$ cat config.mk
export PLATFORM = sky130hd
export DESIGN_NAME = pixel_blend_mode_unit
export DESIGN_NICKNAME = d
export VERILOG_FILES = /design/src/hw/rtl/pbm_pkg.sv /design/src/hw/rtl/pixel_blend_mode_unit.sv
export SDC_FILE = /design/constraint.sdc
export NUM_CORES = 2
export LEC_CHECK = 0
export BUFFER_PORTS_ARGS = -buffer_cell sky130_fd_sc_hd__buf_2
export CORE_MARGIN = 2
export CORE_UTILIZATION = 30
export DETAILED_ROUTE_END_ITERATION = 10
export PLACE_DENSITY_LB_ADDON = 0.25
export SLEW_MARGIN = 20
export SYNTH_ARGS = -nofsm -noshare
export SYNTH_HDL_FRONTEND = slang
export SYNTH_SLANG_ARGS = --single-unit
$ cat constraint.sdc
create_clock -name aclk -period 22.4 [get_ports aclk]
set_input_delay 2.24 -clock aclk [delete_from_list [all_inputs] [get_ports aclk]]
set_output_delay 2.24 -clock aclk [all_outputs]
set_load 0.1 [all_outputs]
$ cat src/hw/rtl/pbm_pkg.sv
`timescale 1ns / 1ps

package pbm_pkg;

    // Channel format: unsigned fixed point, 4096 is 1.0
    localparam int unsigned CH_W    = 13;
    localparam int unsigned FRAC_W  = 12;
    localparam int unsigned NUM_CH  = 4;
    localparam int unsigned ALPHA_CH = 3;
    localparam logic [CH_W-1:0] CH_ONE = 13'd4096;
    localparam logic [CH_W-1:0] CH_MAX = 13'd8191;

    // Mode codes on the func field; unlisted codes behave as replace
    localparam logic [3:0] FUNC_REPLACE  = 4'd0;
    localparam logic [3:0] FUNC_IGNORE   = 4'd1;
    localparam logic [3:0] FUNC_ADD      = 4'd2;
    localparam logic [3:0] FUNC_SUBTRACT = 4'd3;
    localparam logic [3:0] FUNC_MULTIPLY = 4'd4;
    localparam logic [3:0] FUNC_MORPH    = 4'd5;
    localparam logic [3:0] FUNC_BLEND    = 4'd6;
    localparam logic [3:0] FUNC_INVERT   = 4'd7;
    localparam logic [3:0] FUNC_MIN      = 4'd8;
    localparam logic [3:0] FUNC_MAX      = 4'd9;

    // How the last stage forms a channel result
    typedef enum logic [1:0] {
        OP_DIRECT = 2'd0,   // result computed in the first stage
        OP_SCALE  = 2'd1,   // trunc(product / 4096)
        OP_MIX    = 2'd2,   // base + trunc(product / 4096)
        OP_INV    = 2'd3    // trunc((4096 * sum - 2 * product) / 4096)
    } op_kind_t;

endpackage

$ cat src/hw/rtl/pixel_blend_mode_unit.sv
`timescale 1ns / 1ps

// Channel   Direction  Handshake          Payload
// s_        in         s_valid / s_ready  s_func, s_base_*, s_blend_* (13 bits each)
// m_        out        m_valid / m_ready  m_out_red/green/blue/alpha (13 bits each)
//
// Three register stages: operand select, multiply, normalize and clamp.
// One pixel is accepted every cycle while m_ready does not stall the output.
// Each stage loads when it is empty or the stage after it moves, so bubbles
// close up and the input is taken while a result waits at the output.
// aresetn (synchronous, active low) clears the stage valid bits only.

module pixel_blend_mode_unit (
    input  logic                     aclk,
    input  logic                     aresetn,
    input  logic                     s_valid,
    output logic                     s_ready,
    input  logic [3:0]               s_func,
    input  logic [pbm_pkg::CH_W-1:0] s_base_red,
    input  logic [pbm_pkg::CH_W-1:0] s_base_green,
    input  logic [pbm_pkg::CH_W-1:0] s_base_blue,
    input  logic [pbm_pkg::CH_W-1:0] s_base_alpha,
    input  logic [pbm_pkg::CH_W-1:0] s_blend_red,
    input  logic [pbm_pkg::CH_W-1:0] s_blend_green,
    input  logic [pbm_pkg::CH_W-1:0] s_blend_blue,
    input  logic [pbm_pkg::CH_W-1:0] s_blend_alpha,
    output logic                     m_valid,
    input  logic                     m_ready,
    output logic [pbm_pkg::CH_W-1:0] m_out_red,
    output logic [pbm_pkg::CH_W-1:0] m_out_green,
    output logic [pbm_pkg::CH_W-1:0] m_out_blue,
    output logic [pbm_pkg::CH_W-1:0] m_out_alpha
);

    import pbm_pkg::*;

    logic a_valid_reg, b_valid_reg, c_valid_reg;
    logic en_a, en_b, en_c;

    logic [NUM_CH-1:0][CH_W-1:0] base_ch;
    logic [NUM_CH-1:0][CH_W-1:0] blend_ch;
    logic [NUM_CH-1:0][CH_W-1:0] result_reg;

    // Stage enables: load when empty or when the downstream stage moves
    assign en_c    = !c_valid_reg || m_ready;
    assign en_b    = !b_valid_reg || en_c;
    assign en_a    = !a_valid_reg || en_b;
    assign s_ready = en_a;
    assign m_valid = c_valid_reg;

    assign base_ch  = {s_base_alpha, s_base_blue, s_base_green, s_base_red};
    assign blend_ch = {s_blend_alpha, s_blend_blue, s_blend_green, s_blend_red};

    // Advance valid bits with the data
    always_ff @(posedge aclk) begin
        if (!aresetn) begin
            a_valid_reg <= 1'b0;
            b_valid_reg <= 1'b0;
            c_valid_reg <= 1'b0;
        end else begin
            if (en_a) begin
                a_valid_reg <= s_valid;
            end
            if (en_b) begin
                b_valid_reg <= a_valid_reg;
            end
            if (en_c) begin
                c_valid_reg <= b_valid_reg;
            end
        end
    end

    for (genvar ch = 0; ch < NUM_CH; ch++) begin : g_ch
        logic [CH_W-1:0]         x;
        logic [CH_W-1:0]         y;
        logic signed [CH_W:0]    diff;
        logic signed [CH_W:0]    diff_half;
        logic [CH_W:0]           sum;
        logic                    is_alpha;
        op_kind_t                kind_next;
        logic [CH_W-1:0]         direct_next;
        logic [CH_W:0]           addend_next;
        logic signed [CH_W:0]    op_a_next;
        logic signed [CH_W:0]    op_b_next;

        op_kind_t                a_kind_reg;
        logic [CH_W-1:0]         a_direct_reg;
        logic [CH_W:0]           a_addend_reg;
        logic signed [CH_W:0]    a_op_a_reg;
        logic signed [CH_W:0]    a_op_b_reg;

        op_kind_t                b_kind_reg;
        logic [CH_W-1:0]         b_direct_reg;
        logic [CH_W:0]           b_addend_reg;
        logic signed [2*CH_W+1:0] b_prod_reg;

        logic signed [2*CH_W+2:0] numer;
        logic signed [2*CH_W+2:0] numer_adj;
        logic signed [CH_W+3:0]   quot;
        logic signed [CH_W+4:0]   total;
        logic [CH_W-1:0]          result_next;

        assign x        = base_ch[ch];
        assign y        = blend_ch[ch];
        assign is_alpha = (ch == ALPHA_CH);
        assign diff     = $signed({1'b0, y}) - $signed({1'b0, x});
        // Half of the difference, rounded toward zero
        assign diff_half = diff[CH_W] ? ((diff + 14'sd1) >>> 1) : (diff >>> 1);
        assign sum       = {1'b0, x} + {1'b0, y};

        // Decode the mode into an operation for this channel
        always_comb begin
            kind_next   = OP_DIRECT;
            direct_next = y;
            addend_next = '0;
            op_a_next   = $signed({1'b0, x});
            op_b_next   = $signed({1'b0, y});
            unique case (s_func)
                FUNC_IGNORE: begin
                    direct_next = x;
                end
                FUNC_ADD: begin
                    direct_next = (sum > {1'b0, CH_ONE}) ? CH_ONE : sum[CH_W-1:0];
                end
                FUNC_SUBTRACT: begin
                    direct_next = (x >= y) ? (x - y) : '0;
                end
                FUNC_MULTIPLY: begin
                    kind_next = OP_SCALE;
                end
                FUNC_MORPH: begin
                    direct_next = x + diff_half[CH_W-1:0];
                end
                FUNC_BLEND: begin
                    if (is_alpha) begin
                        direct_next = x;
                    end else begin
                        kind_next   = OP_MIX;
                        addend_next = {1'b0, x};
                        op_a_next   = diff;
                        op_b_next   = $signed({1'b0, s_blend_alpha});
                    end
                end
                FUNC_INVERT: begin
                    if (is_alpha) begin
                        direct_next = x;
                    end else begin
                        kind_next   = OP_INV;
                        addend_next = {1'b0, x} + {1'b0, s_blend_alpha};
                        op_b_next   = $signed({1'b0, s_blend_alpha});
                    end
                end
                FUNC_MIN: begin
                    direct_next = (x < y) ? x : y;
                end
                FUNC_MAX: begin
                    direct_next = (x > y) ? x : y;
                end
                default: begin
                    direct_next = y;
                end
            endcase
        end

        // Stage A: hold selected operands
        always_ff @(posedge aclk) begin
            if (en_a && s_valid) begin
                a_kind_reg   <= kind_next;
                a_direct_reg <= direct_next;
                a_addend_reg <= addend_next;
                a_op_a_reg   <= op_a_next;
                a_op_b_reg   <= op_b_next;
            end
        end

        // Stage B: multiply
        always_ff @(posedge aclk) begin
            if (en_b && a_valid_reg) begin
                b_kind_reg   <= a_kind_reg;
                b_direct_reg <= a_direct_reg;
                b_addend_reg <= a_addend_reg;
                b_prod_reg   <= a_op_a_reg * a_op_b_reg;
            end
        end

        // Normalize by 4096 rounding toward zero, then clamp to the field
        assign numer = (b_kind_reg == OP_INV)
                     ? ($signed({3'b000, b_addend_reg, {FRAC_W{1'b0}}})
                        - $signed({b_prod_reg, 1'b0}))
                     : $signed({b_prod_reg[2*CH_W+1], b_prod_reg});
        assign numer_adj = numer[2*CH_W+2]
                         ? (numer + $signed({{(2*CH_W+3-FRAC_W){1'b0}}, {FRAC_W{1'b1}}}))
                         : numer;
        assign quot  = numer_adj[2*CH_W+2:FRAC_W];
        assign total = $signed({quot[CH_W+3], quot})
                     + ((b_kind_reg == OP_MIX) ? $signed({4'b0000, b_addend_reg})
                                               : $signed({(CH_W+5){1'b0}}));

        always_comb begin
            if (b_kind_reg == OP_DIRECT) begin
                result_next = b_direct_reg;
            end else if (total[CH_W+4]) begin
                result_next = '0;
            end else if (total[CH_W+3:CH_W] != '0) begin
                result_next = CH_MAX;
            end else begin
                result_next = total[CH_W-1:0];
            end
        end

        // Stage C: output register
        always_ff @(posedge aclk) begin
            if (en_c && b_valid_reg) begin
                result_reg[ch] <= result_next;
            end
        end
    end

    assign m_out_red   = result_reg[0];
    assign m_out_green = result_reg[1];
    assign m_out_blue  = result_reg[2];
    assign m_out_alpha = result_reg[3];

endmodule

; ---- After elaboration in Yosys (flattened, before gate mapping)
; Cells that the tools add are included.
[totals]
reg_bits = 470
elab_cells = 181
[classes]
reduce_logical = 17
addsub = 34
eq_ne = 12
muxes = 58
mul = 4
order_cmp = 16
[ops]
columns = cell, count
row1 = 2-to-1 mux 13 bit, 38
row2 = one-hot mux 13 bit (6 select lines), 4
row3 = 2-to-1 mux 29 bit, 8
row4 = adder 29 x 13 -> 29 bit (second input constant), 4
row5 = adder 13 x 13 -> 14 bit, 7
row6 = subtractor 27 x 29 -> 29 bit, 3
row7 = multiplier 14 x 14 -> 28 bit, 3
row8 = one-hot mux 14 bit (2 select lines), 3
row9 = adder 14 x 2 -> 14 bit (second input constant), 4
row10 = greater-than comparator 14 x 13 -> 1 bit (second input constant), 4
row11 = subtractor 13 x 13 -> 14 bit, 4
row12 = adder 17 x 15 -> 18 bit, 3
row13 = adder 13 bit, 4
row14 = >= comparator 13 bit, 4
row15 = greater-than comparator 13 bit, 4
row16 = less-than comparator 13 bit, 4
row17 = subtractor 13 bit, 4
row18 = 2-to-1 mux 14 bit, 3
row19 = subtractor 1 x 29 -> 29 bit (first input constant), 1
row20 = multiplier 13 x 13 -> 26 bit, 1
row21 = == test 4 x 3 -> 1 bit (second input constant), 4
row22 = nonzero test 4 bit, 4
row23 = == test 4 x 2 -> 1 bit (second input constant), 2
row24 = == test 4 bit (second input constant), 2
row25 = 10 further kinds, 19

; ---- Longest topological paths before layout
[logic_depth]
depth_word = 9
mapped_depth = 30
mapped_depth_nobuf = 27

; ---- Worst setup path before layout
; Ideal clock, no wire load.
[synth_timing]
path_kind = input to register
startpoint = in m_ready
endpoint = reg g_ch[0].b_addend_reg[0], enable pin
path_slack_ns = 4.969
arrival_time_ns = 16.383
required_time_ns = 21.352
n_path_buf = 0
path_stages = 2
cell_sequence = nor2b_1 -> a21boi_0
[synth_between]
elab_chain_len = 3
[synth_rtl]
columns = element, line_no
row1 = from (decl), pixel_blend_mode_unit.sv:28  ; input logic m_ready,
row2 = logical OR 1 bit, pixel_blend_mode_unit.sv:45  ; assign en_c = !c_valid_reg || m_ready;
row3 = logical OR 1 bit, pixel_blend_mode_unit.sv:46  ; assign en_b = !b_valid_reg || en_c;
row4 = logical AND 1 bit, pixel_blend_mode_unit.sv:178  ; if (en_b && a_valid_reg) begin
row5 = to (signal assigned), pixel_blend_mode_unit.sv:181  ; b_addend_reg <= a_addend_reg;
row6 = to (decl), pixel_blend_mode_unit.sv:94  ; logic [CH_W:0] b_addend_reg;
; No other way between the ends.
; A chain may end at the register's enable or synchronous reset.

; ---- Final worst setup path
[layout_timing]
startpoint = in s_base_red[1] (netlist bit)
endpoint = reg g_ch[0].a_direct_reg[12], data pin
[layout_between]
elab_chain_len = 5
word_cells_on_any_way = 15
[layout_rtl]
columns = element, line_no
row1 = from (decl), pixel_blend_mode_unit.sv:19  ; input logic [pbm_pkg::CH_W-1:0] s_base_red,
row2 = subtractor 13 x 13 -> 14 bit, pixel_blend_mode_unit.sv:106  ; assign diff = $signed({1'b0, y}) - $signed({1'b0, x});
row3 = adder 14 x 2 -> 14 bit, pixel_blend_mode_unit.sv:108  ; assign diff_half = diff[CH_W] ? ((diff + 14'sd1) >>> 1) : (diff >>> 1);
row4 = 2-to-1 mux 13 bit, pixel_blend_mode_unit.sv:108
row5 = adder 13 bit, pixel_blend_mode_unit.sv:132  ; direct_next = x + diff_half[CH_W-1:0];
row6 = one-hot mux 13 bit (6 select lines) *, pixel_blend_mode_unit.sv:118  ; unique case (s_func)
row7 = net g_ch[0].direct_next[12], pixel_blend_mode_unit.sv:81  ; logic [CH_W-1:0] direct_next;
row8 = to (signal assigned), pixel_blend_mode_unit.sv:169  ; a_direct_reg <= direct_next;
row9 = to (decl), pixel_blend_mode_unit.sv:87  ; logic [CH_W-1:0] a_direct_reg;
; The timed path passes the listed nets; every way through them passes the cells marked *.

==> results.ini <==
[detailed_routing]
drc = 0
wl_per_cell_um = 21.3
wirelength_mm = 205
vias = 49069
dr.pass1.iters = 5
drtAntennaViolNets = 0
drtIter0Drc = 3567
via_per_inst = 5.09

[power]
p_int_uw = 6350
p_clk_share_pct = 8.3
p_per_area_mw_per_mm2 = 178
combPwrFrac_pct = 77.0
pwr-share-seq_pct = 14.7
swShare_pct = 47.9
p_sw_uw = 5840
irDropWorstVdd_v = 0.000212
p_leak_uw = 0.0302

[worst_setup_path]
r2r_start = g_ch[1].b_prod_reg[0]
end_kind = flop
critical_path_required_ps = 22860
startpoint_type = input port
crit_start = s_base_red[1]
arrival_ps = 8590
critPathMaxFanout = 10
crit_type = in -> reg

[timing]
setup_violations = 0
finClkSkew_ps = 38.7
slew_headroom_pct = 24.2
hold_violations = 0
rsz0062_at_grt = no
min_period_over_period_pct = 36.3
setup_tns_ps = 0
min_period_ps = 8130
max_freq_ghz = 0.123
worst_pin_slew_ps = 1140
drv_slew = 0

[floorplan]
die_w_um = 461
row_count = 167
fp.dieH_um = 461
ios = 166
core_area_mm2 = 0.207
die_area_mm2 = 0.213
initial_core_util_pct = 30.3

[synth]
ys_seq_area_share_pct = 21.7
synth_edf_count = 451
synthFlopType = edfxtp_1
ys_ff_latch = 454
synth.avg_cell_area_um2 = 9.27
syn_area_mm2 = 0.0628
synth.distinct_cells = 110
ys_warn_count = 0
synth_cells = 6772
syn_nets = 8177
synthArstFlopShare_pct = 0

[grt]
grt_usage_pct = 19.3
grt-ovfl-total = 0
first_global_vias = 49926
grt_busiest_layer = met2
gr-usage-met3_pct = 2.40
antenna_found_initial = 59
use_met2_pct = 31.5
grt_start_max_net_pins = 153
grt_pass1_wl_mm = 313
met1_usage_pct = 26.3

[clocking]
cts_hold_buf = 0
cts_resized = 0
cts.sinks = 454
clk_latency_ps = 710
numCtsBuffers = 60
htree_num_levels = 2
cts_buffer_depth = 3
cts_root_buffer = clkbuf_16
cts_tree = built
clk_pin_slew_ps = 70
post-cts-setup-buffer-count = 0

[placed_design]
dp_hpwl_mm = 165
gp_congestion = 0.933
portBuffers = 165
placed_cell_area_mm2 = 0.0663

[final_layout]
final_core_util_pct = 33.0
multi_input_area_mm2 = 0.0445
areaGrowthSynthToFinish_pct = 9.00
ff_latch_area_mm2 = 0.0136
drive_gt1_share_pct = 5.78
largest_register_ffs = 98
nNetsFinal = 8174
fillers = 21498
fin_area_mm2 = 0.0684

[job]
max_cap_viol_count = 0

[status]
status = finished, final reports clean

[hold_path]
hold_class = reg -> reg
hp-start = g_ch[0].a_addend_reg[10]

power by group through the flow:
stage               registers, µW  clock network, µW  logic [µW]
floorplan                    1760                  0        7390
global placement             1810                  0        9330
detailed placement           1810                  0        9440
CTS                          1790               1050        9510
global route                 1810               1080       10800
finish                       1790               1020        9380
cell type report:
type	instances	share of cell area, %
well taps	2788	5.10
diodes	25	0.0914
clock buffers	67	2.29
clock inverters	46	0.673
repair buffers	199	1.62
flip-flops and latches	454	19.9
inverters	984	5.40
multi-input cells	5070	65.0
stage by stage:
stage / setup slack (ps) / total power (µW) / hold WS, ps / instances
3_5_place_dp: 13660 / 11300 / 405 / 9495
5_1_grt: 13810 / 13600 / 418 / 9626
4_1_cts: 14450 / 12400 / 413 / 9608
2_1_floorplan: 4970 / 9150 / 400 / 6772
3_3_place_gp: 13710 / 11100 / 402 / 9495
6_report: 14270 / 12200 / 412 / 9633
final timing paths:
path                                                  to  slack (ps)  cells after the start
worst max-delay path            g_ch[0].a_direct_reg[12]       14270                     28
worst min-delay path            g_ch[0].b_addend_reg[10]         410                      0
worst max register to register           m_out_green[11]       15090                     22
worst min register to register  g_ch[0].b_addend_reg[10]         410                      0
routing by layer:
layer / vias up / wire length (µm)
met1: 24471 / 91400
met2: 1418 / 94200
li1: 22853 / -
met4: 12 / 7280
met5: - / 80
met3: 315 / 12100
placed cells by master (no fill, tap or decap), types with 65 or more instances in the layout:
master,count
inv_1,981
fa_1,682
nand2_1,624
ha_1,611
edfxtp_1,451
and2_1,446
a21oi_1,351
nor2_1,318
o21ai_0,305
xnor2_1,304
buf_2,165
a21o_1,124
xor2_1,117
nor3_1,103
nand2b_1,65
cells in the mapped netlist, types with 17 or more instances:
cell type  number  area share, %
nor4_1         23           0.23
or3_1          34           0.34
xnor2_1       304            4.2
a221oi_1       39           0.54
a21oi_1       351            2.8
o211ai_1       24           0.29
a221o_1        55           0.88
o21bai_1       54           0.65
or4_1          20           0.24
a211o_1        30           0.42
inv_1         982            5.9
xor2_1        117            1.6
o31ai_1        20           0.24
ha_1          611             12
nand2_1       625            3.7
a21boi_0       21           0.25
and3_1         38           0.38
a211oi_1       36           0.43
nand2b_1       65           0.65
o22ai_1        17           0.17
nor2_1        321            1.9
a31oi_1        45           0.45
a21o_1        124            1.5
and2_1        447            4.5
o21a_1         63           0.75
o21ai_0       306            2.4
clkbuf_1      230            1.4
edfxtp_1      451             22
mux2i_1        36           0.57
nand3_1        60           0.48
nor3_1        104           0.83
fa_1          682             22
nor2b_1        62           0.62
nand4_1        35           0.35
or2_2          27           0.27
cells by family (layout without fill, tap and decap cells):
group	Yosys count	after routing	share of synthesized area, %
muxes	44	44	0.717
adders and majority gates	1293	1293	33.9
buffers and inverters	1248	1296	7.66
and+or+nand+nor	1942	1942	15.6
other	0	25	0
DFF	454	454	21.7
AOI/OAI and AO/OA	1370	1370	14.5
xor gates and xnor gates	421	421	5.87
worst max-delay path, cell delays in order:
cell	delay (ps)
buf_2	240
inv_1	220
ha_1	410
nor2b_1	150
o21ai_0	270
a21oi_1	160
o31a_1	300
o22ai_1	330
nor2_1	80
o22a_1	240
a21o_1	200
a21oi_1	610
mux2_2	420
ha_1	200
inv_1	80
fa_1	220
nor2b_1	60
o21ai_0	180
nand2b_1	120
a21o_1	190
a21o_1	200
a31oi_1	300
o21ai_0	200
a21o_1	210
a21oi_1	180
xnor2_1	100
and3_1	190
o32a_1	280
Power figures use the tool's default switching activity.
